--- config.mk ---
export PLATFORM = sky130hd
export DESIGN_NAME = msb_first_bit_field_packer
export DESIGN_NICKNAME = d
export VERILOG_FILES = /design/src/rtl/mbfp_pkg.sv /design/src/rtl/mbfp_front.sv /design/src/rtl/mbfp_queue.sv /design/src/rtl/mbfp_back.sv /design/src/rtl/msb_first_bit_field_packer.sv
export SDC_FILE = /design/constraint.sdc
export NUM_CORES = 1
export LEC_CHECK = 0
export ABC_AREA = 1
export ABC_CLOCK_PERIOD_IN_PS = 5090
export BUFFER_PORTS_ARGS = -buffer_cell sky130_fd_sc_hd__buf_2
export CORE_MARGIN = 2
export CORE_UTILIZATION = 45
export DETAILED_ROUTE_END_ITERATION = 16
export GPL_TIMING_DRIVEN = 0
export PLACE_DENSITY_LB_ADDON = 0.05
export SETUP_SLACK_MARGIN = 0.02
export SLEW_MARGIN = 20
export SYNTH_ARGS = -nofsm -noshare
export SYNTH_HDL_FRONTEND = slang
export SYNTH_SLANG_ARGS = --single-unit
--- constraint.sdc ---
create_clock -name aclk -period 5.09 [get_ports aclk]
set_input_delay 0.2545 -clock aclk [delete_from_list [all_inputs] [get_ports aclk]]
set_output_delay 0.2545 -clock aclk [all_outputs]
set_load 0.01 [all_outputs]
--- src/rtl/mbfp_pkg.sv ---
// Package for the MSB-first bit field packer.
// Request and result types, config register indexes and request kinds.
// No dependencies.
package mbfp_pkg;

    localparam logic KIND_APPEND = 1'b0;
    localparam logic KIND_PAD    = 1'b1;

    localparam logic REG_LIMIT_ENABLE = 1'b0;
    localparam logic REG_BUFFER_BYTES = 1'b1;

    localparam int CFG_DATA_W = 32;
    localparam logic [31:0] BUFFER_BYTES_RESET = 32'hFFFF_FFFF;

    typedef struct packed {
        logic        kind;
        logic [63:0] field_value;
        logic [6:0]  bit_count;
    } in_item_t;

    typedef struct packed {
        logic [7:0]  out_byte;
        logic [31:0] byte_offset;
        logic        stored;
        logic        last;
    } out_item_t;

    typedef struct packed {
        logic        limit_enable;
        logic [31:0] buffer_bytes;
    } cfg_t;

endpackage

--- src/rtl/mbfp_front.sv ---
// Front end: accepts requests, clamps bit counts, resolves padding to a bit count.
// Tracks the partial byte fill on its own. Uses mbfp_pkg.
module mbfp_front #(
    parameter int MAX_FIELD_BITS = 64,
    parameter int CW             = $clog2(MAX_FIELD_BITS + 1)
) (
    input  logic                           aclk,
    input  logic                           aresetn,
    input  logic                           s_valid,
    output logic                           s_ready,
    input  mbfp_pkg::in_item_t             s_data,
    output logic                           q_push,
    input  logic                           q_full,
    output logic [CW+MAX_FIELD_BITS-1:0]   q_wdata
);

    logic [2:0]                  fill_reg;
    logic [2:0]                  fill_next;
    logic [2:0]                  pad_count;
    logic [6:0]                  eff_count;
    logic [CW-1:0]               n_bits;
    logic [CW-1:0]               shamt;
    logic [MAX_FIELD_BITS-1:0]   aligned;

    assign s_ready = !q_full;
    assign q_push  = s_valid && !q_full;

    always_comb begin
        eff_count = (s_data.bit_count > 7'(MAX_FIELD_BITS)) ? 7'(MAX_FIELD_BITS)
                                                             : s_data.bit_count;
        shamt     = CW'(MAX_FIELD_BITS) - CW'(eff_count);
        aligned   = s_data.field_value[MAX_FIELD_BITS-1:0] << shamt;
        pad_count = 3'd0 - fill_reg;
        if (s_data.kind == mbfp_pkg::KIND_PAD) begin
            n_bits    = CW'(pad_count);
            fill_next = 3'd0;
            q_wdata   = {n_bits, {MAX_FIELD_BITS{1'b0}}};
        end else begin
            n_bits    = CW'(eff_count);
            fill_next = fill_reg + eff_count[2:0];
            q_wdata   = {n_bits, aligned};
        end
    end

    always_ff @(posedge aclk) begin
        if (!aresetn) begin
            fill_reg <= 3'd0;
        end else if (q_push) begin
            fill_reg <= fill_next;
        end
    end

endmodule

--- src/rtl/mbfp_queue.sv ---
// Two-entry FIFO between front and back end.
// No dependencies.
module mbfp_queue #(
    parameter int WIDTH = 71
) (
    input  logic             aclk,
    input  logic             aresetn,
    input  logic             push,
    input  logic [WIDTH-1:0] wdata,
    output logic             full,
    input  logic             pop,
    output logic             empty,
    output logic [WIDTH-1:0] rdata
);

    logic [WIDTH-1:0] mem_reg [2];
    logic             wr_ptr_reg;
    logic             rd_ptr_reg;
    logic [1:0]       count_reg;
    logic [1:0]       count_next;

    assign full  = (count_reg == 2'd2);
    assign empty = (count_reg == 2'd0);
    assign rdata = mem_reg[rd_ptr_reg];

    always_comb begin
        count_next = count_reg;
        if (push && !pop) begin
            count_next = count_reg + 2'd1;
        end else if (pop && !push) begin
            count_next = count_reg - 2'd1;
        end
    end

    always_ff @(posedge aclk) begin
        if (push) begin
            mem_reg[wr_ptr_reg] <= wdata;
        end
    end

    always_ff @(posedge aclk) begin
        if (!aresetn) begin
            wr_ptr_reg <= 1'b0;
            rd_ptr_reg <= 1'b0;
            count_reg  <= 2'd0;
        end else begin
            if (push) begin
                wr_ptr_reg <= !wr_ptr_reg;
            end
            if (pop) begin
                rd_ptr_reg <= !rd_ptr_reg;
            end
            count_reg <= count_next;
        end
    end

endmodule

--- src/rtl/mbfp_back.sv ---
// Back end: shifts queued bits into the partial byte, one chunk per cycle while the
// result register is free or taken, and drives the result register. Uses mbfp_pkg.
module mbfp_back #(
    parameter int MAX_FIELD_BITS = 64,
    parameter int CW             = $clog2(MAX_FIELD_BITS + 1)
) (
    input  logic                           aclk,
    input  logic                           aresetn,
    input  mbfp_pkg::cfg_t                 cfg,
    input  logic                           q_empty,
    input  logic [CW+MAX_FIELD_BITS-1:0]   q_rdata,
    output logic                           q_pop,
    output logic                           m_valid,
    input  logic                           m_ready,
    output mbfp_pkg::out_item_t            m_data
);

    logic [MAX_FIELD_BITS-1:0] work_reg;
    logic [MAX_FIELD_BITS-1:0] work_next;
    logic [CW-1:0]             wcnt_reg;
    logic [CW-1:0]             wcnt_next;
    logic [7:0]                pbits_reg;
    logic [7:0]                pbits_next;
    logic [2:0]                pcount_reg;
    logic [2:0]                pcount_next;
    logic [31:0]               pos_reg;
    logic [31:0]               pos_next;
    logic                      m_valid_reg;
    logic                      m_valid_next;
    mbfp_pkg::out_item_t       m_data_reg;
    mbfp_pkg::out_item_t       m_data_next;

    logic        out_free;
    logic        step;
    logic        emit;
    logic        keep;
    logic [3:0]  avail;
    logic [3:0]  k;
    logic [15:0] pshift;
    logic [7:0]  chunk;
    logic [7:0]  merged;

    assign m_valid = m_valid_reg;
    assign m_data  = m_data_reg;

    always_comb begin
        out_free = !m_valid_reg || m_ready;
        step     = (wcnt_reg != '0) && out_free;
        q_pop    = (wcnt_reg == '0) && !q_empty;

        avail  = 4'd8 - {1'b0, pcount_reg};
        k      = (wcnt_reg < CW'(avail)) ? 4'(wcnt_reg) : avail;
        pshift = {8'h00, pbits_reg} << k;
        chunk  = work_reg[MAX_FIELD_BITS-1 -: 8] >> (4'd8 - k);
        merged = pshift[7:0] | chunk;
        emit   = ({1'b0, pcount_reg} + k) == 4'd8;
        keep   = !(cfg.limit_enable && (pos_reg >= cfg.buffer_bytes));

        work_next    = work_reg;
        wcnt_next    = wcnt_reg;
        pbits_next   = pbits_reg;
        pcount_next  = pcount_reg;
        pos_next     = pos_reg;
        m_valid_next = m_valid_reg && !m_ready;
        m_data_next  = m_data_reg;

        if (q_pop) begin
            wcnt_next = q_rdata[CW+MAX_FIELD_BITS-1 -: CW];
            work_next = q_rdata[MAX_FIELD_BITS-1:0];
        end else if (step) begin
            work_next = work_reg << k;
            wcnt_next = wcnt_reg - CW'(k);
            if (emit) begin
                pbits_next              = 8'h00;
                pcount_next             = 3'd0;
                m_valid_next            = 1'b1;
                m_data_next.out_byte    = merged;
                m_data_next.byte_offset = pos_reg;
                m_data_next.stored      = keep;
                // fewer than 8 bits left: no further byte from this request
                m_data_next.last        = (wcnt_reg - CW'(k)) < CW'(8);
                if (keep) begin
                    pos_next = pos_reg + 32'd1;
                end
            end else begin
                pbits_next  = merged;
                pcount_next = pcount_reg + k[2:0];
            end
        end
    end

    always_ff @(posedge aclk) begin
        work_reg   <= work_next;
        m_data_reg <= m_data_next;
    end

    always_ff @(posedge aclk) begin
        if (!aresetn) begin
            wcnt_reg    <= '0;
            pbits_reg   <= 8'h00;
            pcount_reg  <= 3'd0;
            pos_reg     <= 32'd0;
            m_valid_reg <= 1'b0;
        end else begin
            wcnt_reg    <= wcnt_next;
            pbits_reg   <= pbits_next;
            pcount_reg  <= pcount_next;
            pos_reg     <= pos_next;
            m_valid_reg <= m_valid_next;
        end
    end

endmodule

--- src/rtl/msb_first_bit_field_packer.sv ---
// MSB-first bit field packer, top level.
// Instantiates mbfp_front, mbfp_queue and mbfp_back; uses mbfp_pkg.
//
// Usage:
//   s_* channel (valid/ready): one request appends the low bit_count bits of
//   field_value, MSB first (counts above MAX_FIELD_BITS are clamped), or pads
//   zeros to the next byte boundary.
//   m_* channel (valid/ready): one result per completed byte, with its byte
//   offset, stored flag (0 when dropped by the capacity limit) and last on the
//   final byte caused by a request. Zero-bit appends and pads when aligned
//   give no result.
//   cfg_*: index 0 = limit_enable, 1 = buffer_bytes; write only while idle.
// Path: with an idle back end, a byte completed by the first chunk of a request
//   goes through the queue and the work register into the result register.
// Flow: the back end loads a request from the queue, then shifts it in chunks,
//   one per completed byte plus one for bits left in the partial byte; it loads
//   the next request only when the last is through. The front end runs ahead
//   through a two-entry queue.
// Reset (aresetn low, synchronous): partial byte, position and queue clear,
//   limit off, buffer size all ones.
// A stalled m_ready holds the result register; the back end then stops shifting and
//   the front end stops once the queue is full.
module msb_first_bit_field_packer #(
    parameter int MAX_FIELD_BITS = 64
) (
    input  logic                             aclk,
    input  logic                             aresetn,
    input  logic                             s_valid,
    output logic                             s_ready,
    input  mbfp_pkg::in_item_t               s_data,
    output logic                             m_valid,
    input  logic                             m_ready,
    output mbfp_pkg::out_item_t              m_data,
    input  logic                             cfg_wr_en,
    input  logic                             cfg_index,
    input  logic [mbfp_pkg::CFG_DATA_W-1:0]  cfg_wdata
);

    localparam int CW = $clog2(MAX_FIELD_BITS + 1);
    localparam int QW = CW + MAX_FIELD_BITS;

    mbfp_pkg::cfg_t cfg_reg;
    logic           q_push;
    logic           q_full;
    logic           q_pop;
    logic           q_empty;
    logic [QW-1:0]  q_wdata;
    logic [QW-1:0]  q_rdata;

    always_ff @(posedge aclk) begin
        if (!aresetn) begin
            cfg_reg.limit_enable <= 1'b0;
            cfg_reg.buffer_bytes <= mbfp_pkg::BUFFER_BYTES_RESET;
        end else if (cfg_wr_en) begin
            unique case (cfg_index)
                mbfp_pkg::REG_LIMIT_ENABLE: cfg_reg.limit_enable <= cfg_wdata[0];
                mbfp_pkg::REG_BUFFER_BYTES: cfg_reg.buffer_bytes <= cfg_wdata;
                default: ;
            endcase
        end
    end

    mbfp_front #(
        .MAX_FIELD_BITS(MAX_FIELD_BITS),
        .CW(CW)
    ) u_front (
        .aclk(aclk),
        .aresetn(aresetn),
        .s_valid(s_valid),
        .s_ready(s_ready),
        .s_data(s_data),
        .q_push(q_push),
        .q_full(q_full),
        .q_wdata(q_wdata)
    );

    mbfp_queue #(
        .WIDTH(QW)
    ) u_queue (
        .aclk(aclk),
        .aresetn(aresetn),
        .push(q_push),
        .wdata(q_wdata),
        .full(q_full),
        .pop(q_pop),
        .empty(q_empty),
        .rdata(q_rdata)
    );

    mbfp_back #(
        .MAX_FIELD_BITS(MAX_FIELD_BITS),
        .CW(CW)
    ) u_back (
        .aclk(aclk),
        .aresetn(aresetn),
        .cfg(cfg_reg),
        .q_empty(q_empty),
        .q_rdata(q_rdata),
        .q_pop(q_pop),
        .m_valid(m_valid),
        .m_ready(m_ready),
        .m_data(m_data)
    );

endmodule

Word-level counts from Yosys, hierarchy flattened
Memories as Yosys holds them, arrays and structs flattened. A register that Yosys moved wholly into a read port is not among the register bits.
Index checks and enable logic that the tools add are counted.
- $add $sub $neg: 11
- order comparisons: 4
- equal/unequal tests: 2
- shifts and indexed selects: 4
- muxes and demuxes: 19
- bitwise gates (word level): 4
- reduce and logical (&&, ||, !) cells: 27
- operators with widths (operator ; count):
    64-bit two-way mux ; 2
    71-bit two-way mux ; 1
    64-bit by 4-bit << shifter with 64-bit output ; 1
    64-bit by 7-bit << shifter with 64-bit output ; 1
    32-bit by 1-bit adder with 32-bit output, second input constant ; 1
    32-bit greater-or-equal comparator ; 1
    7-bit two-way mux ; 3
    1-bit logical NOT ; 9
    8-bit two-way mux ; 1
    8-bit OR ; 1
    8-bit by 4-bit << shifter with 8-bit output ; 1
    8-bit by 4-bit right shift with 8-bit output ; 1
    7-bit > comparator, second input constant ; 1
    1-bit logical AND ; 7
    7-bit logical NOT ; 1
    7-bit by 4-bit < comparator with 1-bit output ; 1
    7-bit by 4-bit < comparator with 1-bit output, second input constant ; 1
    1-bit two-way mux ; 7
    7-bit nonzero test ; 1
    7-bit by 4-bit subtractor with 7-bit output ; 1
    7-bit subtractor, first input constant ; 1
    3-bit adder ; 2
    3-bit two-way mux ; 2
    2-bit AND reduction ; 3
    other kinds (16) ; 20
- flip-flop bits (word level): 197
- RAM bits: 142
- output and inout bits: 44
- word-level logic and storage cells: 88
- memories kept: 1
- memory list (memory ; words ; width ; rd ports ; clocked after Yosys merged registers in ; wr ports ; RTL line ; text):
    u_queue.mem_reg ; 2 ; 71 ; 1 ; 1 ; 1 ; mbfp_queue.sv:16 ; logic [WIDTH-1:0] mem_reg [2];

Logic depth before layout (Yosys ltp)
- depth after elaboration: 8
- gate-level depth with buffers: 27

Cells and area by module
A second synthesis with hierarchy kept.
- cell total of the unflattened synthesis: 2910
- area total of the unflattened synthesis: 23107.2 um2
- modules (own cells, without submodules) (module ; instances ; cells each ; area each (um2)):
    mbfp_back ; 1 ; 1516 ; 11488.5
    mbfp_queue ; 1 ; 256 ; 5705.5
    mbfp_front ; 1 ; 991 ; 4631.9
    msb_first_bit_field_packer ; 1 ; 147 ; 1281.2

Worst setup path before layout
Ideal clock, no wire load.
- path kind: reg-to-reg
- from: reg u_back.pcount_reg[0]
- to: reg u_back.m_data_reg, in the netlist u_back.m_data[0] (enable)
- data arrival time: 4.413 ns
- path slack: 0.231 ns
- stages on the path, launching flop included: 23
- path buffers: 3
- path through: dfxtp_1 inv_2 ha_1 inv_1 nand2_1 nand2_1 nand2_1 nand2_1 nand2_2 nand2_4 buf_6 nand2_2 o21ai_2 inv_2 buf_2 buf_2 ha_1 inv_1 nand2_1 nand2_1 nor2_1 nand3_1 nor2_1
- longest elaborated chain between the ends: 6
- RTL lines (what ; RTL line ; text):
    start, declared ; mbfp_back.sv:24 ; logic [2:0] pcount_reg;
    start signal, assigned ; mbfp_back.sv:107 ; pcount_reg <= pcount_next;
    4-bit by 3-bit subtractor with 4-bit output ; mbfp_back.sv:51 ; avail = 4'd8 - {1'b0, pcount_reg};
    7-bit by 4-bit < comparator with 1-bit output ; mbfp_back.sv:52 ; k = (wcnt_reg < CW'(avail)) ? 4'(wcnt_reg) : avail;
    4-bit two-way mux ; mbfp_back.sv:52 ;
    3-bit by 4-bit adder with 4-bit output * ; mbfp_back.sv:56 ; emit = ({1'b0, pcount_reg} + k) == 4'd8;
    4-bit == test * ; mbfp_back.sv:56 ;
    3-bit AND reduction (no source line) * ; -- ;
    end signal, assigned ; mbfp_back.sv:94 ; m_data_reg <= m_data_next;
    end, declared ; mbfp_back.sv:30 ; mbfp_pkg::out_item_t m_data_reg;
Every way passes the cells marked *; elsewhere a longest branch is shown, timed or not.
A chain may end at the register's enable or synchronous reset.

Final worst setup path
- from: reg u_back.pcount_reg[0]
- to: reg u_back.m_data_reg, in the netlist u_back.m_data[27] (enable)
Same word-level chain as after synthesis.

==> impl_summary.md <==
Placement
At the end of routability-driven placement, the weighted congestion stood at between 0.9 and 1. The placement-stage worst setup slack is between 300 and 400 ps. The HPWL after detailed placement is 62900 um.

During placement, the flow inserted port buffers numbering 152.

Power and ir drop
Total power for the finished layout comes to between 15 and 20 mW. The internal portion of total power is approximately 9.2 mW. The clock network burns about 14% of the power. The analysis attributes to net switching a power of 9.919 mW. The analysis attributes to cell leakage a power of 11.00 nW. Net switching is between 50% and 60% of the power. The share of total power in combinational logic is 62.0%. The worst-case IR drop observed on VDD is 598.5 uV. The cell area power density is 757.6 mW/mm^2. The sequential share of power is a little under a quarter.

Worst setup path
The critical register-to-register path endpoint is u_back.m_data[27]. For flop-to-flop paths, the worst setup slack is 710 ps. The worst setup path is launched from a flip-flop.

The stage delay of the slowest cell on the critical path is about 500 ps. The arrival time at the worst endpoint is between 4000 and 5000 ps. The endpoint type of the worst setup path is a flip-flop.

The number of cells on the worst reg-to-reg path is 22. Along the worst path, the maximum fanout reaches 26. In this design, the critical path's most frequently occurring cell is sky130_fd_sc_hd__nand2_1. The launch point of the worst reg-to-reg path is u_back.pcount_reg[0]. The critical path in this run is classified as flip-flop to flip-flop.

The master of the slowest instance on the critical path is sky130_fd_sc_hd__nor2_4. The critical path goes through inv_2 -> ha_1 -> inv_1 -> nand2_1 -> nand2_1 -> nand2_1 -> nand2_1 -> nand2_2 -> nand2_4 -> buf_6 -> nand2_2 -> o21ai_2 -> inv_2 -> buf_2 -> buf_2 -> ha_1 -> nand3_1 -> nand2_1 -> nor2_1 -> nand3_1 -> nor2_4 -> buf_12. The required time of the worst setup path is 5380 ps.

Floorplanning
The die width is 224.7 um. The area of the core region is about 0.048 mm^2. Measured along the y axis, the die boundary spans approximately 220 um. The die covers 0.05048 mm^2. The effective utilization at floorplan is 45.70%.

After floorplanning, the core was divided into 80 placement rows. The number of top-level pins is 154.

Synthesis
By area the synthesized netlist is led by sky130_fd_sc_hd__edfxtp_1 34%, sky130_fd_sc_hd__nand2_1 16%, sky130_fd_sc_hd__nand3_1 11%. Yosys mapped a number of flops with a built-in enable equal to 248. By count the netlist is led by 947 x sky130_fd_sc_hd__nand2_1, 496 x sky130_fd_sc_hd__nand3_1, 248 x sky130_fd_sc_hd__edfxtp_1, 217 x sky130_fd_sc_hd__inv_1, 203 x sky130_fd_sc_hd__o21ai_0. Synthesis handed over a netlist of 3002 instances.

The synthesized design contains 340 register bits. Summing the sequential cell areas from Yosys gives 42.39% of the chip area. The most repeated cell in the gate-level netlist after synthesis is sky130_fd_sc_hd__nand2_1. The area share of the largest cell type after synthesis is 33.98%. The predominant post-synthesis flop cell is sky130_fd_sc_hd__edfxtp_1. A synthesized cell averages 7.300 um^2. The netlist uses 44 different library cells.

The combined area of all synthesized cells is 0.02191 mm^2. The largest total area in the synthesized netlist belongs to sky130_fd_sc_hd__edfxtp_1. The total of warnings raised by yosys is 0. Counting flops with an async set or reset pin after synthesis yields a share of 0%. Synthesis produced a netlist with a net count of roughly 3200.

Route
For this block, the initial DRC count from the detailed router was approximately 2700. The routed length per instance is roughly 21 um. The total number of vias is 22280. Using the TritonRoute via totals, the vias-per-cell ratio works out to ~5.7. The post-route antenna net violation count is 0. The detailed-route DRC error count is 0. The number of optimization iterations in the first detailed-route pass is 7. Summed over all layers, the routed wires come to 80660 um.

CTS
The clock latency on the worst-skew pair is 590 ps. Gates resized during post-CTS repair numbered 0. The setup fix buffers added after clock tree synthesis is 0. Clock-pin slew was measured on the worst setup and hold paths at 60 ps. The CTS tree is built. Clock tree synthesis inserted a total of 39 buffers. The CTS H-tree depth is 2.

The clock drives 340 sinks. The cell at the root of the clock tree is sky130_fd_sc_hd__clkbuf_16. The maximum number of buffers from clock root to sink is 3.

Timing
The final clock period utilization by the worst path is a little under nine tenths. Setup violations remaining at the end of the flow were counted as 0. The final critical delay including setup and external delays is around 4400 ps.

The worst clock skew is 35.70 ps. The smallest setup slack after layout is between 700 and 800 ps. For this run, the top clock speed supported by timing is between 0.2 and 0.25 GHz. The worst-case headroom to the max-slew limit is between 30% and 40%. Adding up every negative setup slack in the final design gives 0 ps. The max-slew violation count came to 0. The final hold violation count is 0. Setup repair after global routing left no endpoint under its margin. For the pin with the worst max-slew slack, the measured transition is around 960 ps.

Outcome
The flow ran to the end, and the final reports show no timing, DRC or antenna violations.

Worst hold path
In this run the most critical hold path is launched from cfg_wdata[28]. The number of cells on the worst hold path is 3. The path category of the worst min-delay check is primary input to flip-flop.

The worst hold path terminates at cfg_reg[28].

Cells and area
The layout cell share with drive strength beyond 1 is 10.47%. The area added between synthesis and finish is 14.89%. Measured on the finished design, the core utilization comes to 52.51%. At the end of the flow, the number of nets in the layout was 3392. Counting the fill cells in the layout gives 4762. The register with the most flip-flops in the layout has 142 of them.

Global route
The initial antenna violation count came to 1. The pin count of the biggest net entering global routing is 50. Global routing used approximately a third of the available tracks.

The first-pass GRT wire length is 123000 um. The via count of the first global-routing pass is 20990. The remaining global-route overflow is 0.

Run
The tool flagged a number of max-cap violations equal to 0.
## how the worst max path moves through the flow
stage	start	endpoint	slack [ps]
floorplan	u_back.pcount_reg[0]	u_back.m_data[0]	230
finish	u_back.pcount_reg[0]	u_back.m_data[27]	710
global route	u_back.pcount_reg[0]	u_back.m_data[27]	400
global placement	u_back.pcount_reg[0]	u_back.m_data[27]	-1250
detailed placement	s_data[1]	u_queue.mem_reg[0][28]	310
CTS	u_back.pcount_reg[0]	u_back.m_data[27]	760
## layout by cell type, fill, tap and decap left out, types with 6 or more instances in the layout
master and n:
sky130_fd_sc_hd__clkbuf_16 39, sky130_fd_sc_hd__edfxtp_1 248, sky130_fd_sc_hd__xnor2_1 7, sky130_fd_sc_hd__nand2_2 6, sky130_fd_sc_hd__buf_4 9, sky130_fd_sc_hd__dlygate4sd3_1 35
sky130_fd_sc_hd__o21ai_0 203, sky130_fd_sc_hd__dfxtp_1 92, sky130_fd_sc_hd__nand3_1 496, sky130_fd_sc_hd__o21ai_1 27, sky130_fd_sc_hd__buf_1 20, sky130_fd_sc_hd__nand2_1 947
sky130_fd_sc_hd__buf_6 6, sky130_fd_sc_hd__nor2_1 114, sky130_fd_sc_hd__nand4_1 49, sky130_fd_sc_hd__or2_1 12, sky130_fd_sc_hd__or2_2 36, sky130_fd_sc_hd__clkbuf_1 120
sky130_fd_sc_hd__inv_1 217, sky130_fd_sc_hd__nor4_1 7, sky130_fd_sc_hd__nor3_1 35, sky130_fd_sc_hd__ha_1 45, sky130_fd_sc_hd__a21oi_1 95, sky130_fd_sc_hd__buf_2 198
sky130_fd_sc_hd__o211ai_1 100, sky130_fd_sc_hd__clkinv_1 7, sky130_fd_sc_hd__inv_2 11, sky130_fd_sc_hd__xor2_1 28
## worst max-delay path, delay by kind of cell (launching register included)
kind	cells	cell delay [ps]
AO/OA/AOI/OAI	1	100
adder cells (fa/ha/maj)	2	670
buffers and inverters	7	1390
flip-flops	1	460
AND/OR/NAND/NOR	12	1420
## metal layers
| layer | GRT usage (%) | vias up | part of all wire (%) |
|---|---|---|---|
| li1 | - | 10670 | - |
| met5 | 0 | - | 0 |
| met3 | 3.449 | 134 | 6.8 |
| met4 | 9.806 | 0 | 2.9 |
| met1 | 44.69 | 10530 | 44 |
| met2 | 51.72 | 944 | 46 |
## what timing repair did
action                                  CTS  global route
endpoints found under the hold margin    33             0
hold buffers                             35             0
endpoints found under the setup margin    0             0
## area by class of cell
| cell class | count | area, um^2 | area share [%] |
|---|---|---|---|
| Clock inverter | 19 | 196.4 | 0.7803 |
| Antenna cell | 1 | 2.502 | 0.009940 |
| Tap cell | 615 | 769.5 | 3.057 |
| Sequential cell | 340 | 9289 | 36.90 |
| Timing Repair Buffer | 193 | 1239 | 4.920 |
| Clock buffer | 53 | 1028 | 4.085 |
| Buffer | 188 | 845.8 | 3.360 |
| Inverter | 228 | 855.8 | 3.399 |
| Multi-Input combinational cell | 2246 | 10950 | 43.49 |
## metrics by stage
step                      hold WS, ps  instance area [um^2]  instances
after global routing            31.79                 25180       3883
after detailed placement        455.8                 23600       3775
after floorplan                 367.7                 21910       3002
after global placement          434.2                 23440       3769
final                           22.59                 25180       3883
after CTS                     0.06700                 25170       3882
## power groups by stage
stage,clock (mW),combinational (mW),sequential [mW]
floorplan,0,7.66,4.61
global placement,0,11.3,4.66
detailed placement,0,11.4,4.56
CTS,2.77,11.5,4.51
global route,2.87,12.9,4.57
finish,2.73,11.8,4.51
## kinds of logic (layout without fill, tap and decap cells)
logic type / Yosys count / count (layout) / share of synthesized area, %
AOI/OAI and AO/OA: 444 / 444 / 11.55
buffers and inverters: 416 / 681 / 7.748
adders and majority gates: 46 / 46 / 2.661
muxes: 5 / 5 / 0.2284
DFF: 340 / 340 / 42.39
and+or+nand+nor: 1714 / 1714 / 33.83
other: 0 / 1 / 0
xor gates and xnor gates: 37 / 37 / 1.599
Power figures use the tool's default switching activity.
